===== config.mk =====
export PLATFORM = sky130hd
export DESIGN_NAME = cma_scale
export DESIGN_NICKNAME = d
export VERILOG_FILES = /design/src/hdl/assert_macros.svh /design/src/hdl/cma_pkg.sv /design/src/hdl/cma_scale.sv
export SDC_FILE = /design/constraint.sdc
export NUM_CORES = 1
export LEC_CHECK = 0
export ABC_AREA = 1
export BUFFER_PORTS_ARGS = -buffer_cell sky130_fd_sc_hd__buf_4
export CAP_MARGIN = 10
export CORE_MARGIN = 10
export CORE_UTILIZATION = 50
export DETAILED_ROUTE_END_ITERATION = 6
export PLACE_DENSITY = 0.76
export REMOVE_ABC_BUFFERS = 1
export SLEW_MARGIN = 40
export SYNTH_ARGS = -nofsm -noshare
export SYNTH_HDL_FRONTEND = slang
export SYNTH_SLANG_ARGS = --single-unit

===== constraint.sdc =====
create_clock -name vclk -period 12.9
set_input_delay 1.935 -clock vclk [all_inputs]
set_output_delay 1.935 -clock vclk [all_outputs]
set_load 0.02 [all_outputs]

===== src/hdl/assert_macros.svh =====
// ----------------------------------------------------------------------------
// Assertion macros
// Shared concurrent assertion helpers for the RTL of this block.
// ----------------------------------------------------------------------------
`ifndef ASSERT_MACROS_SVH
`define ASSERT_MACROS_SVH

// Checks a property on every rising clock edge outside of reset.
`define ASSERT_PROP(lbl, clk, rst_n, prop, msg) \
  lbl: assert property (@(posedge clk) disable iff (!rst_n) (prop)) else $error(msg);

// Checks that an expression never becomes true outside of reset.
`define ASSERT_NEVER(lbl, clk, rst_n, expr, msg) \
  `ASSERT_PROP(lbl, clk, rst_n, !(expr), msg)

`endif


===== src/hdl/cma_pkg.sv =====
// ----------------------------------------------------------------------------
// Current moving average package
// Sizes, scaling constants and types shared by the moving average RTL.
// ----------------------------------------------------------------------------
`timescale 1ns / 1ps
`default_nettype none

package cma_pkg;

  localparam int CHANNELS = 16;
  localparam int WINDOW   = 50;

  localparam int CH_W        = 4;
  localparam int RAW_W       = 16;
  localparam int MAG_W       = 15;
  localparam int SAMPLE_W    = 10;
  localparam int AVG_W       = 10;
  localparam int IN_TDATA_W  = 16;
  localparam int OUT_TDATA_W = 24;

  localparam int MAX_SAMPLE = 608;

  localparam int CH_IDX_W = (CHANNELS > 1) ? $clog2(CHANNELS) : 1;
  localparam int SLOT_W   = $clog2(WINDOW);
  localparam int DEPTH    = CHANNELS * WINDOW;
  localparam int ADDR_W   = $clog2(DEPTH);
  localparam int SUM_W    = $clog2(WINDOW * MAX_SAMPLE + 1);
  localparam int Q_W      = 10;

  // Scaling by reciprocal multiplication, exact for every 15-bit magnitude.
  localparam int SCALE_MUL_W  = 24;
  localparam int SCALE_PROD_W = MAG_W + SCALE_MUL_W;
  localparam logic [SCALE_MUL_W-1:0] SCALE_MUL_020 = 24'd5243;
  localparam int SCALE_SHIFT_020 = 19;
  localparam logic [SCALE_MUL_W-1:0] SCALE_MUL_010 = 24'd9970467;
  localparam int SCALE_SHIFT_010 = 29;

  // Division of the window sum by the window length.
  localparam int SUM_RECIP_W = 32;
  localparam int SUM_SHIFT   = 32;
  localparam longint unsigned SUM_RECIP_L =
    ((64'd1 << SUM_SHIFT) + 64'(WINDOW) - 64'd1) / 64'(WINDOW);
  localparam logic [SUM_RECIP_W-1:0] SUM_RECIP = SUM_RECIP_W'(SUM_RECIP_L);
  localparam int SUM_PROD_W = SUM_W + SUM_RECIP_W;

  // Multiplication by 1.09 with flooring.
  localparam int AVG_MUL_W  = 25;
  localparam logic [AVG_MUL_W-1:0] AVG_MUL = 25'd18287257;
  localparam int AVG_SHIFT  = 24;
  localparam int AVG_PROD_W = Q_W + AVG_MUL_W;

  typedef enum logic {
    SHUNT_020 = 1'b0,
    SHUNT_010 = 1'b1
  } shunt_mode_e;

endpackage

`default_nettype wire


===== src/hdl/cma_scale.sv =====
// ----------------------------------------------------------------------------
// Current sample scaler
// Masks the sign bit of a raw current word and scales it to tenths of ampere.
// ----------------------------------------------------------------------------
`timescale 1ns / 1ps
`default_nettype none

module cma_scale (
  input  logic [cma_pkg::RAW_W-1:0]    raw_i,
  input  cma_pkg::shunt_mode_e         mode_i,
  output logic [cma_pkg::SAMPLE_W-1:0] sample_o
);
  import cma_pkg::*;

  logic [MAG_W-1:0]        mag;
  logic [SCALE_MUL_W-1:0]  mul;
  logic [SCALE_PROD_W-1:0] prod;

  assign mag  = raw_i[MAG_W-1:0];
  assign mul  = (mode_i == SHUNT_010) ? SCALE_MUL_010 : SCALE_MUL_020;
  assign prod = SCALE_PROD_W'(mag) * SCALE_PROD_W'(mul);

  always_comb begin
    unique case (mode_i)
      SHUNT_010: begin
        sample_o = SAMPLE_W'(prod >> SCALE_SHIFT_010);
      end
      SHUNT_020: begin
        sample_o = SAMPLE_W'(prod >> SCALE_SHIFT_020);
      end
    endcase
  end

endmodule

`default_nettype wire

==> results.md, run 1 <==
- Storage element area: 0 um^2
- Die area: 0.0207 mm^2
- Number of inserted diodes: 0
- Site row count: 45
- TNS Setup: 0 ns
- Synth cell count leaders: inv_1 (285), nand2_1 (167), ha_1 (164)
- Final worst path period need: approximately 9.5 ns
- Sequential share of the synthesized area: 0%
- Area Growth Syn to Fin: 6.17%
- Crit path required time: approximately 11 ns
- DR pass1 iterations: 5
- Hold Path Sink: sample_o[2]
- Drt initial violations: between 300 and 400
- Top cell type by total area after synthesis: fa_1
- Filler cells: 1,403
- Sequential cell count: 0
- IO buf count: 26
- Die Y-Extent: 144 um
- Largest net degree at the start of global routing: 47
- Routed Wire Length: between 15,000 and 20,000 um
- Slew Limit Fails: 0
- Post-Synthesis Cell Area: 0.00768 mm^2
- Vias per cell: between 5 and 6
- Post-synthesis average cell area: ~7.6 um^2
- Hold_buf cts: 0
- # IOs: 27
- Hold path start: mode_i
- Hold Crit Depth: 4
- CORE AREA: roughly 0.015 mm^2
- Layout net count: ~1,400
- Critical path peak fanout: 46
- Synth Area in Compound Gates: 6.02%
- First-pass GRT wire length: slightly above 30,000 um
- Synth Instances: ~1,000
- Worst slew pin tran: around 0.53 ns
- Synth warn: 0
- Initial antenna violation count: 0
- Synth unique cells: 35
- Clock buffers: 0
- Setup bufs post-CTS: 0
- Critical Path AT: 7.58 ns
- DP Worst Slack: ~3.4 ns
- Routability cong.: between 0.9 and 1
- Post-synthesis simple-gate area fraction: a little under a fifth
- DR DRC count: 0
- Die width: between 100 and 150 um
- Via count: 6,246
- RSZ-0062 raised after global routing: no
- Synth Area in XOR/XNOR: 0.342%
- Kind of end point of the critical path: output pin
- Routed wire per std cell: around 14 um
- PnR worst setup slack: about 3.4 ns
- Max transition margin: between 60% and 70%
- Resize count post-CTS: 0
- Vias in the first global route: 6,594
- Largest family of logic cells by synthesized area: adder cells
- Area share of the largest cell type after synthesis: between 30% and 40%
- HPWL after DPL: approximately 16,000 um
- CP Launch Type: input pin
- Count of final setup violators: 0
- Crit share post-route: 73.8%
- HP Class: in2out
- All-Layer GR Usage: around 18%
- Max_cap viols: 0
- Status: finished clean
- Grt ovf: 0
- Layout cells sized above 1: roughly 4.4%
- Main area contributors after synthesis: fa_1 (34%), ha_1 (27%), inv_1 (14%)
- Crit Path Category: in2out
- Starting density of the core: 50.7%
- DRT antenna net count: 0
- Adder-cell share of the synthesized area: between 60% and 70%
- Endpoints failing hold: 0
- Most frequent cell after synthesis: inv_1
- Mux contribution to synthesized area: 0%
- Fmax achieved: approximately 110 MHz
==> worst max-delay path by stage <==
| stage | depth (start not counted) | start | slack (ns) | endpoint |
|---|---|---|---|---|
| floorplan | 23 | raw_i[6] | 4.27 | sample_o[1] |
| global placement | 22 | mode_i | 3.39 | sample_o[1] |
| detailed placement | 23 | mode_i | 3.41 | sample_o[9] |
| CTS | 22 | mode_i | 3.39 | sample_o[1] |
| global route | 24 | mode_i | 2.99 | sample_o[7] |
| finish | 23 | mode_i | 3.38 | sample_o[9] |
==> cell type report <==
| cell class | instances | area, um^2 | area share, % |
|---|---|---|---|
| repair buffers | 26 | 195 | 2.39 |
| inverters | 288 | 1080 | 13.2 |
| multi-input cells | 736 | 6650 | 81.5 |
| well taps | 188 | 235 | 2.88 |
==> layer usage <==
layer  vias up  wire (um)  share of wire (%)  GRT usage (%)
met3        24        663                3.8          0.525
li1       3133          -                  -              -
met5         -          0                  0              0
met4         0        261                1.5           2.69
met1      2939       8530                 48           25.1
met2       150       8140                 46           30.9
==> cell families (layout without fill, tap and decap cells) <==
logic type,count (synthesis),in the layout
and+or+nand+nor,332,332
AOI/OAI and AO/OA,85,85
xor gates and xnor gates,3,3
buffers and inverters,293,314
other,2,20
adders and majority gates,296,296
==> placed cells by master (no fill, tap or decap), types with 2 or more instances in the layout <==
master      n
nand2_1   167
nor3_1      8
conb_1     20
nand3_1    31
a21oi_1    42
o21ai_1     2
nor2_1     96
nand2_2     7
inv_2       2
ha_1      164
o21ai_0    26
a21o_1      3
xor2_1      3
or2_2       3
fa_1      132
o21bai_1    4
buf_4      26
nand4_1     6
nor2_2      5
nand3b_1    4
a21boi_0    3
inv_1     285
==> stage by stage <==
step | hold WS [ns] | cells | instance area (um^2) | util (%)
final | 4.49 | 1238 | 8160 | 53.9
after global routing | 4.52 | 1238 | 8160 | 53.9
after CTS | 4.48 | 1238 | 8160 | 53.9
after detailed placement | 4.48 | 1238 | 8160 | 53.9
after global placement | 4.49 | 1238 | 8160 | 53.9
after floorplan | 4.05 | 1024 | 7730 | -
==> worst max-delay path, stage by stage <==
cell and delay [ns]:
buf_4 0.27, nor2_1 0.50, inv_1 0.13, fa_1 0.55, inv_1 0.05, fa_1 0.44, fa_1 0.52, inv_1 0.05
fa_1 0.51, inv_1 0.06, fa_1 0.38, fa_1 0.47, ha_1 0.37, a21oi_1 0.18, o21ai_0 0.17, a21oi_1 0.19
nand3_2 0.16, nand2_1 0.11, nand2_1 0.06, nand2_1 0.06, nand2_1 0.04, o21ai_1 0.18, buf_4 0.17
Power of run 1 is left out: the tool's default activity adds up to more than one toggle a clock period on the data nets, which glitch-free logic cannot reach.
==> run 2: changes to the inputs <==
==> constraint.sdc (replaced) <==
create_clock -name vclk -period 9.9
set_input_delay 1.485 -clock vclk [all_inputs]
set_output_delay 1.485 -clock vclk [all_outputs]
set_load 0.02 [all_outputs]
==> run 2 against run 1 <==
Effect of this change:
- critical path type unchanged
- sequential cell count is the same
- core utilization is the same
- cell area is the same
- non-clock buffer count is the same
- clock-buffer cell count is the same
- critical path depth shrank 1
- global-route usage grew 0.12 points
- sequential share of layout area is the same
- die area is the same
==> results.md, run 2 (synthesis results as in run 1) <==
- Status: finished clean
- Uppermost layer routed: met4
- Clock buffers: 0
- Hold Crit Depth: 4
- RSZ-0062 raised after global routing: no
- Met1 wire length: 8550 um
- Sequential cell count: 0
- Fmax achieved: 115 MHz
- Hold path start: mode_i
- Area after DPL: a little over 0.008 mm^2
- DR DRC count: 0
- # IOs: 27
- Starting density of the core: 50.7%
- Storage element area: 0 um^2
- Met3 wire length: 698 um
- Count of final setup violators: 0
- Number of inserted diodes: 0
- Largest net degree at the start of global routing: 47
- Max transition margin: between 60% and 70%
- All-Layer GR Usage: 18.1%
- Critical path peak fanout: 46
- First-pass GRT wire length: just over 30,000 um
- Die Y-Extent: roughly 140 um
- Routed Wire Length: about 18,000 um
- HPWL after DPL: ~16,000 um
- Slew Limit Fails: 0
- Routability cong.: between 0.9 and 1
- Area Growth Syn to Fin: 6.17%
- Commonest cells after routing, fill and taps aside: inv_1 (285), nand2_1 (167), ha_1 (164)
- Die area: 0.0207 mm^2
- Endpoints failing hold: 0
- Crit Path Category: in2out
- DRT antenna net count: 0
- Die width: between 100 and 150 um
- Resize count post-CTS: 0
- Worst slew pin tran: ~0.56 ns
- Crit share post-route: 88.2%
- Hold Path Sink: sample_o[8]
- IO buf count: 26
- Max_cap viols: 0
- Final worst path period need: approximately 8.7 ns
- CP Launch Type: input pin
- Grt ovf: 0
- Metal2 WL: 8330 um
- CORE AREA: 0.0151 mm^2
- Kind of end point of the critical path: output pin
- Initial antenna violation count: 0
- Hold_buf cts: 0
- Vias in the first global route: about 6,400
- Setup bufs post-CTS: 0
- Via count: between 6,000 and 7,000
- Critical Path AT: approximately 7.3 ns
- Commonest non-fill, non-tap cell in the layout: inv_1
- Site row count: 45
- Crit path required time: about 8.4 ns
- DR pass1 iterations: 5
- Vias per cell: approximately 5.1
- Drt initial violations: 326
- Layout cells sized above 1: under 10%
- TNS Setup: 0 ns
- Routed wire per std cell: 14.4 um
- Layout net count: roughly 1,400
- HP Class: in2out
- Finished Cell Area: between 0.008 and 0.009 mm^2
run 2: cell counts in the layout (fill, tap and decap cells not counted):
Identical to the previous run, type by type.
run 2: cell type report:
type                            instances  area, um^2
Inverter                              288        1080
Timing Repair Buffer                   26         195
Fill cell                            1476        6990
Multi-Input combinational cell        736        6650
Tap cell                              188         235
run 2: worst max-delay path by stage:
stage / from / endpoint / cells past startpoint
floorplan: raw_i[6] / sample_o[1] / 23
global placement: mode_i / sample_o[1] / 22
detailed placement: mode_i / sample_o[5] / 22
CTS: mode_i / sample_o[5] / 22
global route: mode_i / sample_o[4] / 25
finish: mode_i / sample_o[5] / 22
run 2: routing by layer:
| metal | vias to the layer above | GRT usage [%] |
|---|---|---|
| li1 | 3125 | - |
| met1 | 2973 | 25.7 |
| met2 | 148 | 30.5 |
| met3 | 22 | 0.886 |
| met4 | 0 | 2.20 |
| met5 | - | 0 |
run 2: through the flow:
| step | hold slack [ns] | util (%) | setup WS [ns] | std cells |
|---|---|---|---|---|
| floorplan | 3.15 | - | 2.17 | 1024 |
| global placement | 3.59 | 53.9 | 1.32 | 1238 |
| detailed placement | 3.59 | 53.9 | 1.28 | 1238 |
| CTS | 3.59 | 53.9 | 1.25 | 1238 |
| global route | 3.63 | 53.9 | 0.842 | 1238 |
| finish | 3.58 | 53.9 | 1.17 | 1238 |
run 2: critical path, stage by stage:
cell      delay [ns]
buf_4           0.26
nor2_1          0.50
inv_1           0.14
fa_1            0.46
fa_1            0.53
fa_1            0.57
inv_1           0.06
fa_1            0.47
fa_1            0.51
inv_1           0.07
fa_1            0.49
inv_1           0.04
ha_1            0.30
nand2_1         0.10
nor2_1          0.20
nand2_1         0.07
o21ai_0         0.37
nand2_1         0.13
nand3b_1        0.11
nand3_1         0.07
nand2_1         0.11
buf_4           0.15
Power of run 2 is left out for the same reason.
==> run 3: changes to the inputs <==
--- a/config.mk
+++ b/config.mk
@@ -6,12 +6,12 @@
 export NUM_CORES = 1
 export LEC_CHECK = 0
 export ABC_AREA = 1
-export BUFFER_PORTS_ARGS = -buffer_cell sky130_fd_sc_hd__buf_4
 export CAP_MARGIN = 10
 export CORE_MARGIN = 10
-export CORE_UTILIZATION = 50
+export CORE_UTILIZATION = 69
 export DETAILED_ROUTE_END_ITERATION = 6
-export PLACE_DENSITY = 0.76
+export DONT_BUFFER_PORTS = 1
+export PLACE_DENSITY = 0.94
 export REMOVE_ABC_BUFFERS = 1
 export SLEW_MARGIN = 40
 export SYNTH_ARGS = -nofsm -noshare
==> run 3 against run 2 <==
Effect of this change:
- cell count down 6.0%
- sequential share of layout area unchanged
- via count up 4.7%
- critical path type unchanged
- largest cell class unchanged
==> results.md, run 3 (synthesis results as in run 1) <==
- Largest net degree at the start of global routing: 47
- Vias per cell: between 5 and 6
- Clock buffers: 0
- CP Launch Type: input pin
- Routed wire per std cell: between 15 and 20 um
- Die area: approximately 0.016 mm^2
- Critical Path Stages: 23
- Max transition margin: 61.8%
- Max_cap viols: 0
- Drt initial violations: between 500 and 600
- Commonest cells after routing, fill and taps aside: inv_1 (285), nand2_1 (167), ha_1 (164)
- CORE AREA: between 0.01 and 0.015 mm^2
- Routed Wire Length: 20,300 um
- Routability cong.: around 0.98
- Hold path start: mode_i
- First-pass GRT wire length: ~34,000 um
- HP Class: in2out
- Slew Limit Fails: 0
- HPWL after DPL: roughly 19,000 um
- Status: finished clean
- Setup bufs post-CTS: 0
- Top Family by Delay on Critical Path: adder cells
- Endpoints failing hold: 0
- Hold_buf cts: 0
- Number of inserted diodes: 0
- TNS Setup: 0 ns
- Resize count post-CTS: 0
- Area Growth Syn to Fin: 2.85%
- Starting density of the core: 70.6%
- Layout cells sized above 1: between 1.5 and 2%
- Count of final setup violators: 0
- Crit Path Category: in2out
- Worst slew pin tran: approximately 0.57 ns
- Worst Hold Slack: ~3.2 ns
- Sequential cell count: 0
- Initial antenna violation count: 0
- Critical path, cell by cell: inv_1, nor2_1, inv_1, fa_1, fa_1, fa_1, inv_1, fa_1, fa_1, inv_1, fa_1, inv_1, ha_1, a21o_1, a21oi_1, nand2_1, nand2_1, nand3_2, nand2_1, nand2_1, nand2_1, nand2_1, o21ai_1
- Multi-input gate area: 0.00665 mm^2
- Critical path peak fanout: 5
- DR pass1 iterations: 5
- DR DRC count: 0
- Crit share post-route: a little under nine tenths
- IO buf count: 0
- Crit path required time: between 8 and 9 ns
- Final worst path period need: roughly 8.5 ns
- Buffers & Inverters on Critical Path: 5
- Filler cells: around 820
- Kind of end point of the critical path: output pin
- All-Layer GR Usage: about a quarter
- Commonest non-fill, non-tap cell in the layout: inv_1
- Fmax achieved: 118 MHz
- CP max-delay cell: fa_1
- Layout net count: 1,339
- Critical path's largest stage delay: approximately 0.56 ns
- RSZ-0062 raised after global routing: no
- DRT antenna net count: 0
- Die width: approximately 130 um
- Critical Path AT: about 7 ns
- Storage element area: 0 um^2
- Hold Path Sink: sample_o[0]
- Hold Crit Depth: 2
- Grt ovf: 0
- Via count: roughly 6,600
- Site row count: 38
- Vias in the first global route: ~7,100
- Die Y-Extent: 126 um
- # IOs: 27
==> run 3: cell count changes in the layout (fill, tap and decap cells not counted), sizes merged <==
| cell | previous run | this run |
|---|---|---|
| buf | 26 | 0 |
==> run 3: worst max path at each step <==
| stage | start | endpoint | slack, ns |
|---|---|---|---|
| 5_1_grt | raw_i[6] | sample_o[9] | 1.09 |
| 4_1_cts | raw_i[6] | sample_o[9] | 1.45 |
| 6_report | raw_i[6] | sample_o[9] | 1.41 |
| 3_5_place_dp | raw_i[6] | sample_o[9] | 1.49 |
| 2_1_floorplan | raw_i[6] | sample_o[1] | 2.17 |
| 3_3_place_gp | raw_i[6] | sample_o[9] | 1.65 |
==> run 3: cell type report <==
type	count	share of cell area, %
Multi-Input combinational cell	736	84.1
Tap cell	140	2.22
Inverter	288	13.7
==> run 3: through the flow <==
step	area, um^2	utilization (%)	setup slack [ns]	std cells
4_1_cts	7900	72.6	1.45	1164
5_1_grt	7900	72.6	1.09	1164
6_report	7900	72.6	1.41	1164
3_3_place_gp	7900	72.6	1.65	1164
2_1_floorplan	7730	-	2.17	1024
3_5_place_dp	7900	72.6	1.49	1164
==> run 3: layer usage <==
| layer | GRT usage, % | routed length [um] |
|---|---|---|
| met5 | 0 | 0 |
| met1 | 31.4 | 7800 |
| met4 | 10.5 | 983 |
| met3 | 2.83 | 1580 |
| met2 | 46.1 | 9990 |
Power of run 3 is left out for the same reason.
